--- src/hdl/kvt_pkg.sv ---
// Shared types and constants for the chained hash key/handle table.
// Used by kvt_bucket_store, kvt_way_match and the top level.
package kvt_pkg;

   localparam int Buckets = 64;
   localparam int Ways    = 4;
   localparam int KeyW    = 16;
   localparam int HandleW = 16;
   // Buckets is a power of two, so the bucket is the low key bits
   localparam int BucketW = $clog2(Buckets);

   typedef enum logic [0:0] {
      OP_INSERT = 1'b0,
      OP_LOOKUP = 1'b1
   } op_type;

   typedef enum logic [1:0] {
      STATUS_OK        = 2'd0,
      STATUS_FULL      = 2'd1,
      STATUS_NOT_FOUND = 2'd2
   } status_type;

   typedef struct packed {
      op_type              op;
      logic [KeyW-1:0]     lookup_key;
      logic [HandleW-1:0]  entry_handle;
   } req_type;

   typedef struct packed {
      status_type          status;
      logic [HandleW-1:0]  found_handle;
   } rsp_type;

   typedef struct packed {
      logic [KeyW-1:0]     key;
      logic [HandleW-1:0]  handle;
   } slot_type;

   typedef slot_type [Ways-1:0] row_type;
   typedef logic [Ways-1:0]     valid_type;

   typedef struct packed {
      logic                en;
      logic [BucketW-1:0]  bucket;
      row_type             row;
      valid_type           valid;
   } row_wr_type;

endpackage

--- src/hdl/kvt_way_match.sv ---
// Per-request bucket logic: parallel key compare over the ways for lookups,
// head insert with shift for inserts. Purely combinational. Uses kvt_pkg.
module kvt_way_match
   import kvt_pkg::*;
(
   input  req_type    req,
   input  row_type    row,
   input  valid_type  valid,
   output rsp_type    rsp,
   output row_type    new_row,
   output valid_type  new_valid,
   output logic       do_write
);

   logic               hit;
   logic [HandleW-1:0] hit_handle;
   logic               full;

   // newest way wins: scan from tail to head, later hits override
   always_comb begin
      hit        = 1'b0;
      hit_handle = '0;
      for (int w = Ways - 1; w >= 0; w--) begin
         if (valid[w] && (row[w].key == req.lookup_key)) begin
            hit        = 1'b1;
            hit_handle = row[w].handle;
         end
      end
   end

   assign full = valid[Ways-1];

   always_comb begin
      new_row[0].key    = req.lookup_key;
      new_row[0].handle = req.entry_handle;
      new_valid[0]      = 1'b1;
      for (int w = 1; w < Ways; w++) begin
         new_row[w]   = row[w-1];
         new_valid[w] = valid[w-1];
      end
   end

   always_comb begin
      rsp.found_handle = '0;
      do_write         = 1'b0;
      if (req.op == OP_INSERT) begin
         if (full) begin
            rsp.status = STATUS_FULL;
         end else begin
            rsp.status = STATUS_OK;
            do_write   = 1'b1;
         end
      end else if (hit) begin
         rsp.status       = STATUS_OK;
         rsp.found_handle = hit_handle;
      end else begin
         rsp.status = STATUS_NOT_FOUND;
      end
   end

endmodule

--- config.mk ---
export PLATFORM = sky130hd
export DESIGN_NAME = kvt_way_match
export DESIGN_NICKNAME = d
export VERILOG_FILES = /design/src/hdl/kvt_pkg.sv /design/src/hdl/kvt_way_match.sv
export SDC_FILE = /design/constraint.sdc
export NUM_CORES = 1
export LEC_CHECK = 0
export BUFFER_PORTS_ARGS = -buffer_cell sky130_fd_sc_hd__buf_2
export CORE_AREA = 3 3 122 124
export DETAILED_ROUTE_END_ITERATION = 8
export DIE_AREA = 0 0 125 127
export PLACE_DENSITY_LB_ADDON = 0.12
export SETUP_SLACK_MARGIN = 0.4
export SYNTH_ARGS = -nofsm -noshare
export SYNTH_HDL_FRONTEND = slang
export SYNTH_SLANG_ARGS = --single-unit
--- constraint.sdc ---
create_clock -name vclk -period 5.8
set_clock_uncertainty 0.2 [all_clocks]
set_input_delay 1.16 -clock vclk [all_inputs]
set_output_delay 1.16 -clock vclk [all_outputs]
set_load 0.01 [all_outputs]
Word-level counts from Yosys, hierarchy flattened
Index checks and enable logic that the tools add are counted.
{"block": "word_totals", "inputBits": 165, "regBits": 0, "latch_bits": 0, "elab_cells": 23, "romBits": 0, "n_memories": 0, "ramBits": 0, "output_inout_bits": 151}
{"block": "classes", "n_reduce_logical": 4, "bitwise": 0, "n_shift": 0, "n_eq_ne": 4, "n_div": 0, "n_mul": 0, "n_addsub": 0, "magnitude_cmp": 0, "n_mux": 15}
{"op": "$mux 16", "n": 6}
{"op": "$eq 16x16->1", "n": 4}
{"op": "$mux 1", "n": 7}
{"op": "$logic_and 1x1->1", "n": 4}
{"op": "$mux 2", "n": 2}

Depth between registers and ports, before layout
Gate-level depths: netlist of the first run.
{"block": "logic_depth", "ltp_word": 8, "mapped_depth": 9, "ltp_nobuf": 6}

Worst setup path after synthesis of the first run
OpenSTA, ideal clock, no wires.
{"block": "synth_path", "path_kind": "input to output", "from": "in req[20] (netlist bit)", "to": "out rsp[10] (netlist bit)", "path_stages": 9, "arrival_time_ns": 3.091, "required_time_ns": 4.440, "slack_ns": 1.349, "path_cell_list": "clkbuf_1 xnor2_1 nand2_1 or4b_4 buf_6 buf_6 a2111oi_2 a311oi_1 o32ai_1"}
{"item": "start, declared", "line_no": "kvt_way_match.sv:6", "source": "input req_type req,"}
{"item": "end, declared", "line_no": "kvt_way_match.sv:9", "source": "output rsp_type rsp,"}

==> results of run 1 <==
==> placed cells by master, fill, tap and decap left out, drive strengths merged <==
cell	synthesis	layout
nand4	5	5
a311oi	16	16
o21ai	1	1
or4	1	1
nor2b	1	1
inv	19	19
nand3	3	3
nor3	3	3
o22ai	1	1
nor2	17	17
or4b	1	1
xnor2	34	34
or2b	1	1
conb	1	1
a2111oi	16	16
o221ai	1	1
nor3b	1	1
a22oi	1	1
o32ai	15	15
xor2	27	27
o21bai	1	1
nand2	26	26
o41ai	1	1
nor4	8	8
buf	140	288
==> final timing paths <==
check	endpoint	startpoint	slack, ns
setup / recovery	rsp[5]	req[27]	0.78
hold / removal	new_row[13]	req[13]	2.12
==> layer usage <==
metal,up-vias,GRT usage
met4,2,0.00957
met2,134,0.224
met5,-,0
li1,1364,-
met3,10,0.00753
met1,1296,0.164
==> kinds of logic after synthesis <==
group | count (synthesis) | synth area share
other | 1 | 0.00148
buffers and inverters | 168 | 0.453
AND/OR/NAND/NOR | 67 | 0.129
XOR/XNOR | 61 | 0.211
AO/OA/AOI/OAI | 53 | 0.205
==> per-stage QoR <==
stage | utilization | std cells | power (mW) | setup slack, ns
finish | 0.228 | 669 | 0.208 | 0.781
global route | 0.228 | 669 | 0.228 | 0.630
CTS | 0.228 | 669 | 0.212 | 0.774
detailed placement | 0.228 | 669 | 0.212 | 0.771
global placement | 0.228 | 669 | 0.212 | 0.731
floorplan | - | 350 | 0.149 | 1.35
==> report_power, final <==
| part | switching, mW | total [mW] | leakage [nW] | internal [mW] |
|---|---|---|---|---|
| registers | 0 | 0 | 0 | 0 |
| clock network | 0 | 0 | 0 | 0 |
| logic | 0.112 | 0.208 | 1.62 | 0.0963 |
| total | 0.112 | 0.208 | 1.62 | 0.0963 |
==> synthesized netlist by cell type, types with 7 or more instances <==
master and n:
nand2_1 26, xnor2_1 34, clkbuf_1 9, a2111oi_0 8
nor2_1 17, xor2_1 27, nor4_1 7, o32ai_1 15
inv_1 19, a311oi_1 16, a2111oi_2 8, buf_4 132
==> layout make-up <==
| class | count | area (µm²) | share of cell area |
|---|---|---|---|
| Multi-Input combinational cell | 182 | 1410 | 0.446 |
| Timing Repair Buffer | 288 | 1450 | 0.460 |
| Tap cell | 180 | 225 | 0.0712 |
| Inverter | 19 | 71.3 | 0.0226 |
==> qor.yml, run 1 <==
status: "complete, no violations"
power.density_nw_per_um2: 65.8
crit_cells: 8
place_hpwl_mm: 9.53
ys_types: 32
ctsResizeCount: 0
postSynthNetCount: 515
vias: 2806
numPortBuffers: 283
yosysTopAreaCell: "buf_4"
ir_drop_v: 0.0000270
drive_above_1_share: 0.620
die_w_um: 125
drv_slew: 0
n_antenna_cell: 0
initial_core_util: 0.182
fillers: 1602
crit_type: "in -> out"
dieArea_um2: 15900
min_period_over_period: 0.865
worst_ep_required_time_ns: 4.44
drt_iter0_markers: 107
crit_path_end_kind: "primary output"
critPathArrivalTime_ns: 3.66
post_cts_buffers: 0
mappedNetlistArea_um2: 2530
top_layer: "met5"
critPathMaxStageDelay_ns: 0.93
whs_path_depth: 0
final_antenna_net_count: 0
p_leak_nw: 1.62
gp_congestion: 0.775
nets: 656
hp-class: "in -> out"
start_kind: "input pin"
via_per_inst: 4.19
critical-path-top-delay-family: "simple AND/OR/NAND/NOR gates"
max_slew_margin: 0.459
wl_met1_mm: 4.68
synthTopCellsByArea: "buf_4 (39%), xnor2_1 (12%), xor2_1 (9.3%)"
path_max_fanout: 17
synth_top_area_frac: 0.391
netlist_instances: 350
seq_area_um2: 0
antenna_found_initial: 1
cp_num_buf_inv: 2
core_area_um2: 13900
dieHeight_um: 127
max_freq_mhz: 199
nClkBuffers: 0
hold_violations: 0
rsz0062_at_grt: "false"
path_cells: "buf_2 -> xor2_1 -> nor4_1 -> nand2_1 -> or4_1 -> o21bai_1 -> o22ai_1 -> buf_2"
postCtsHoldBufs: 0
first_pass_iters: 4
grt_max_degree: 34
yosysSeqAreaShare: 0
drc_errors: 0
wl_met3_um: 631
wl_mm: 11.0
ioPinCount: 316
stdcell_area_um2: 3160
wire_per_inst_um: 16.5
tns_ns: 0
dr_wl_met2_mm: 5.61
finalSetupViolCount: 0
post-route-min-period_ns: 5.02
crit_path_top_delay_cell: "or4_1"
cap_viol_max_count: 0
crit_top_cell: "buf_2"
grt_pass1_wl_mm: 15.6
syn_avg_cell_area_um2: 7.23
grt_overflow: 0
worst_pin_slew_ns: 0.810
holdWs_ns: 2.12
yosys_warnings: 0
design.seq.count: 0
first_global_vias: 2729
grt_use_total: 0.122
rows: 43
placed_area_um2: 3160
areaGrowthSynthToFinish_pct: 24.9
(Power assumes the default switching activity.)
==> inputs of run 2 (changes only) <==
--- a/config.mk
+++ b/config.mk
@@ -5,10 +5,10 @@
 export SDC_FILE = /design/constraint.sdc
 export NUM_CORES = 1
 export LEC_CHECK = 0
-export BUFFER_PORTS_ARGS = -buffer_cell sky130_fd_sc_hd__buf_2
-export CORE_AREA = 3 3 122 124
+export CORE_AREA = 3 3 120 122
 export DETAILED_ROUTE_END_ITERATION = 8
-export DIE_AREA = 0 0 125 127
+export DIE_AREA = 0 0 123 125
+export DONT_BUFFER_PORTS = 1
 export PLACE_DENSITY_LB_ADDON = 0.12
 export SETUP_SLACK_MARGIN = 0.4
 export SYNTH_ARGS = -nofsm -noshare
==> run 2 against run 1 <==
Against the previous run: non-clock buffer count is 283 lower; routed wire length is 17% lower; setup slack better by 0.16 ns; total power fell by 67%; global-route usage shrank 1.3 points; critical path depth down 2; final area decreased by 45%; cell count fell by 43%; flip-flop and latch count unchanged; critical path type unchanged; largest cell class is now multi-input gates.
==> qor.yml, run 2 (synthesis results as in run 1) <==
areaGrowthSynthToFinish_pct: -31.2
pwr-share-seq: 0
core_area_um2: 13300
ioPinCount: 316
power.density_nw_per_um2: 39.7
hp-class: "in -> out"
drc_errors: 0
rows: 42
nClkBuffers: 0
seq_area_um2: 0
hold_violations: 0
worst_ep_required_time_ns: 4.44
p_sw_frac: 0.502
vias: 1763
antenna_found_initial: 0
worst_pin_slew_ns: 0.887
nets: 373
dieHeight_um: 125
crit_type: "in -> out"
netSwitchingPower_mw: 0.0347
via_per_inst: 4.62
critPathArrivalTime_ns: 3.50
gp_congestion: 0.706
p_leak_nw: 0.474
finalPower_mw: 0.0690
drive_above_1_share: 0.0971
place_hpwl_mm: 7.58
first_global_vias: 1943
grt_pass1_wl_mm: 12.7
grt_use_total: 0.109
crit_path_end_kind: "primary output"
drt_iter0_markers: 44
wire_per_inst_um: 24.0
mostFrequentLayoutCell: "xnor2_1"
initial_core_util: 0.190
mostFrequentLayoutCells: "xnor2_1 (34), xor2_1 (27), nand2_1 (26)"
rsz0062_at_grt: "false"
drv_slew: 0
finalSetupViolCount: 0
start_kind: "input pin"
die_w_um: 123
wl_mm: 9.17
status: "complete, no violations"
n_antenna_cell: 0
max_freq_mhz: 206
ir_drop_v: 0.0000139
postCtsHoldBufs: 0
power_frac_comb: 1.000
intPower_mw: 0.0344
cap_viol_max_count: 0
post-route-util: 0.131
grt_max_degree: 34
ctsResizeCount: 0
design.seq.count: 0
post-route-min-period_ns: 4.86
tns_ns: 0
first_pass_iters: 4
max_slew_margin: 0.407
min_period_over_period: 0.838
path_max_fanout: 17
final_antenna_net_count: 0
grt_overflow: 0
dieArea_um2: 15400
post_cts_buffers: 0
power_frac_clock: 0
numPortBuffers: 0
[run 2: changes by cell type in the layout (fill, tap and decap cells not counted)]
cell	previous run	this run
buf_2	283	0
[run 2: metal layers]
metal  global-route usage  vias up  wire length, µm
met2                0.203      149             4790
li1                     -      785                -
met3               0.0140       14              625
met1                0.132      815             3590
met4               0.0208        0              172
met5                    0        -                0
[run 2: area by class of cell]
class                      count  area, µm²
fill                        1562      11600
multi-input combinational    182       1410
tap                          176        220
inverter                      19       71.3
timing repair buffer           5       37.5
[run 2: worst paths after layout]
path                  startpoint  cells past startpoint  slack (ns)           end
worst max-delay path    row[126]                      6        0.94       rsp[14]
worst min-delay path     row[68]                      0        2.12  new_row[100]
[run 2: power by group through the flow]
stage | Sequential, mW | Combinational (mW) | Clock (mW)
6_report | 0 | 0.0690 | 0
5_1_grt | 0 | 0.0773 | 0
4_1_cts | 0 | 0.0714 | 0
3_5_place_dp | 0 | 0.0711 | 0
3_3_place_gp | 0 | 0.0710 | 0
2_1_floorplan | 0 | 0.149 | 0
[run 2: per-stage QoR]
stage	instances	worst slack, ns	area [µm²]	hold slack, ns
floorplan	350	1.35	2530	2.16
global placement	382	1.05	1740	2.12
detailed placement	382	0.971	1740	2.12
CTS	382	0.950	1740	2.12
global route	382	0.775	1740	2.12
finish	382	0.938	1740	2.12
[run 2: worst max-delay path, stage by stage]
cell	delay, ns
xor2_1	0.14
nor4_1	0.32
nand2_1	0.57
a2111oi_0	0.68
a311oi_1	0.10
o32ai_1	0.51
==> inputs of run 3 (changes only) <==
--- a/config.mk
+++ b/config.mk
@@ -5,9 +5,10 @@
 export SDC_FILE = /design/constraint.sdc
 export NUM_CORES = 1
 export LEC_CHECK = 0
-export CORE_AREA = 3 3 120 122
+export ABC_AREA = 1
+export CORE_AREA = 3 3 122 124
 export DETAILED_ROUTE_END_ITERATION = 8
-export DIE_AREA = 0 0 123 125
+export DIE_AREA = 0 0 125 127
 export DONT_BUFFER_PORTS = 1
 export PLACE_DENSITY_LB_ADDON = 0.12
 export SETUP_SLACK_MARGIN = 0.4
==> constraint.sdc (replaced) <==
create_clock -name vclk -period 4.6
set_clock_uncertainty 0.2 [all_clocks]
set_input_delay 0.92 -clock vclk [all_inputs]
set_output_delay 0.92 -clock vclk [all_outputs]
set_load 0.01 [all_outputs]
==> run 3 against run 2 <==
Against the previous run: setup slack worse by 0.30 ns; critical path depth increased by 4; global-route usage is 1.8 points higher; final area rose by 25%; synthesized cell count increased by 59%; flip-flop and latch count did not move; combinational power grew 37%; largest power group unchanged.
==> qor.yml, run 3 <==
status: "complete, no violations"
max_slew_margin: 0.633
setup.worst_path.start: "req[22]"
worst_pin_slew_ns: 0.550
first_global_vias: 2639
syn_avg_cell_area_um2: 5.33
hp-class: "in -> out"
rsz0062_at_grt: "false"
postCtsHoldBufs: 0
drive_above_1_share: 0.127
synthTopCellsByCount: "nand2_1 (179), buf_4 (134), inv_1 (52)"
min_period_over_period: 0.861
netlist_instances: 557
mostFrequentLayoutCells: "nand2_1 (179), inv_1 (52), nand3_1 (37)"
finalSetupViolCount: 0
ctsResizeCount: 0
first_pass_iters: 4
crit_path_top_delay_cell: "inv_1"
ir_drop_v: 0.0000111
hp-start: "req[11]"
path_max_fanout: 18
n_antenna_cell: 0
dieHeight_um: 127
yosysSeqAreaShare: 0
wl_mm: 10.9
crit_type: "in -> out"
design.seq.count: 0
post_cts_buffers: 0
nClkBuffers: 0
fillers: 1717
cap_viol_max_count: 0
vias: 2587
yosysTopAreaCell: "buf_4"
dieArea_um2: 15900
place_hpwl_mm: 9.62
wire_per_inst_um: 18.2
cp_num_buf_inv: 2
mappedNetlistArea_um2: 2970
via_per_inst: 4.33
areaGrowthSynthToFinish_pct: -27.0
grt_overflow: 0
drc_errors: 0
ioPinCount: 316
gp_congestion: 0.815
core_area_um2: 13900
worst_ep_required_time_ns: 3.48
yosys_warnings: 0
post-route-min-period_ns: 3.96
ys_types: 27
critPathMaxStageDelay_ns: 0.55
crit_path_end_kind: "primary output"
start_kind: "input pin"
die_w_um: 125
nets: 584
hold_violations: 0
mostFrequentLayoutCell: "nand2_1"
post-route-util: 0.156
drt_iter0_markers: 102
numPortBuffers: 0
seq_area_um2: 0
initial_core_util: 0.214
yosysMostFrequentCell: "nand2_1"
grt_max_degree: 20
tns_ns: 0
power.density_nw_per_um2: 43.7
postSynthNetCount: 722
grt_pass1_wl_mm: 16.0
rows: 43
final_antenna_net_count: 0
critical-path-top-delay-family: "simple AND/OR/NAND/NOR gates"
path_cells: "inv_1 -> nand2_1 -> nand2_1 -> nor2_1 -> nand2_1 -> nor2_1 -> nand3_2 -> inv_1 -> a21oi_1 -> a21oi_1"
antenna_found_initial: 0
synth_top_area_frac: 0.339
finalPower_mw: 0.0948
crit_top_cell: "nand2_1"
synthTopCellsByArea: "buf_4 (34%), nand2_1 (23%), inv_1 (6.6%)"
max_freq_mhz: 253
p_leak_nw: 1.08
critPathArrivalTime_ns: 2.84
drv_slew: 0
grt_use_total: 0.127
==> run 3: layout make-up <==
type / count / area, µm² / share of cell area
inverters: 62 / 233 / 0.107
multi-input cells: 351 / 1680 / 0.775
well taps: 180 / 225 / 0.104
repair buffers: 4 / 30.0 / 0.0139
==> run 3: logic make-up after synthesis <==
logic type	after synthesis	share of synthesized area
compound gates	38	0.0762
xor+xnor	12	0.0354
buf+inv	206	0.435
other cells	1	0.00126
simple gates	300	0.452
==> run 3: through the flow <==
step                      worst slack (ns)  std cells  area [µm²]  hold slack (ns)
final                                0.640        597        2170             1.64
after global routing                 0.431        597        2170             1.64
after CTS                            0.535        597        2170             1.64
after detailed placement             0.536        597        2170             1.64
after global placement               0.570        597        2170             1.64
after floorplan                       1.31        557        2970             1.69
==> run 3: where the power goes <==
| group | total (mW) | leakage [nW] | internal, mW | switching (mW) |
|---|---|---|---|---|
| registers | 0 | 0 | 0 | 0 |
| logic | 0.0948 | 1.08 | 0.0361 | 0.0586 |
| clock network | 0 | 0 | 0 | 0 |
| total | 0.0948 | 1.08 | 0.0361 | 0.0586 |
==> run 3: worst paths after layout <==
check                     end  slack (ns)  depth (start not counted)
hold / removal    new_row[11]        1.64                          0
setup / recovery       rsp[3]        0.64                         10
==> run 3: per-layer routing <==
metal,vias up,share of wire,global-route usage
met5,-,0,0
met4,0,0.0092,0.00893
met3,15,0.10,0.0372
met2,178,0.52,0.245
met1,1093,0.36,0.143
li1,1301,-,-
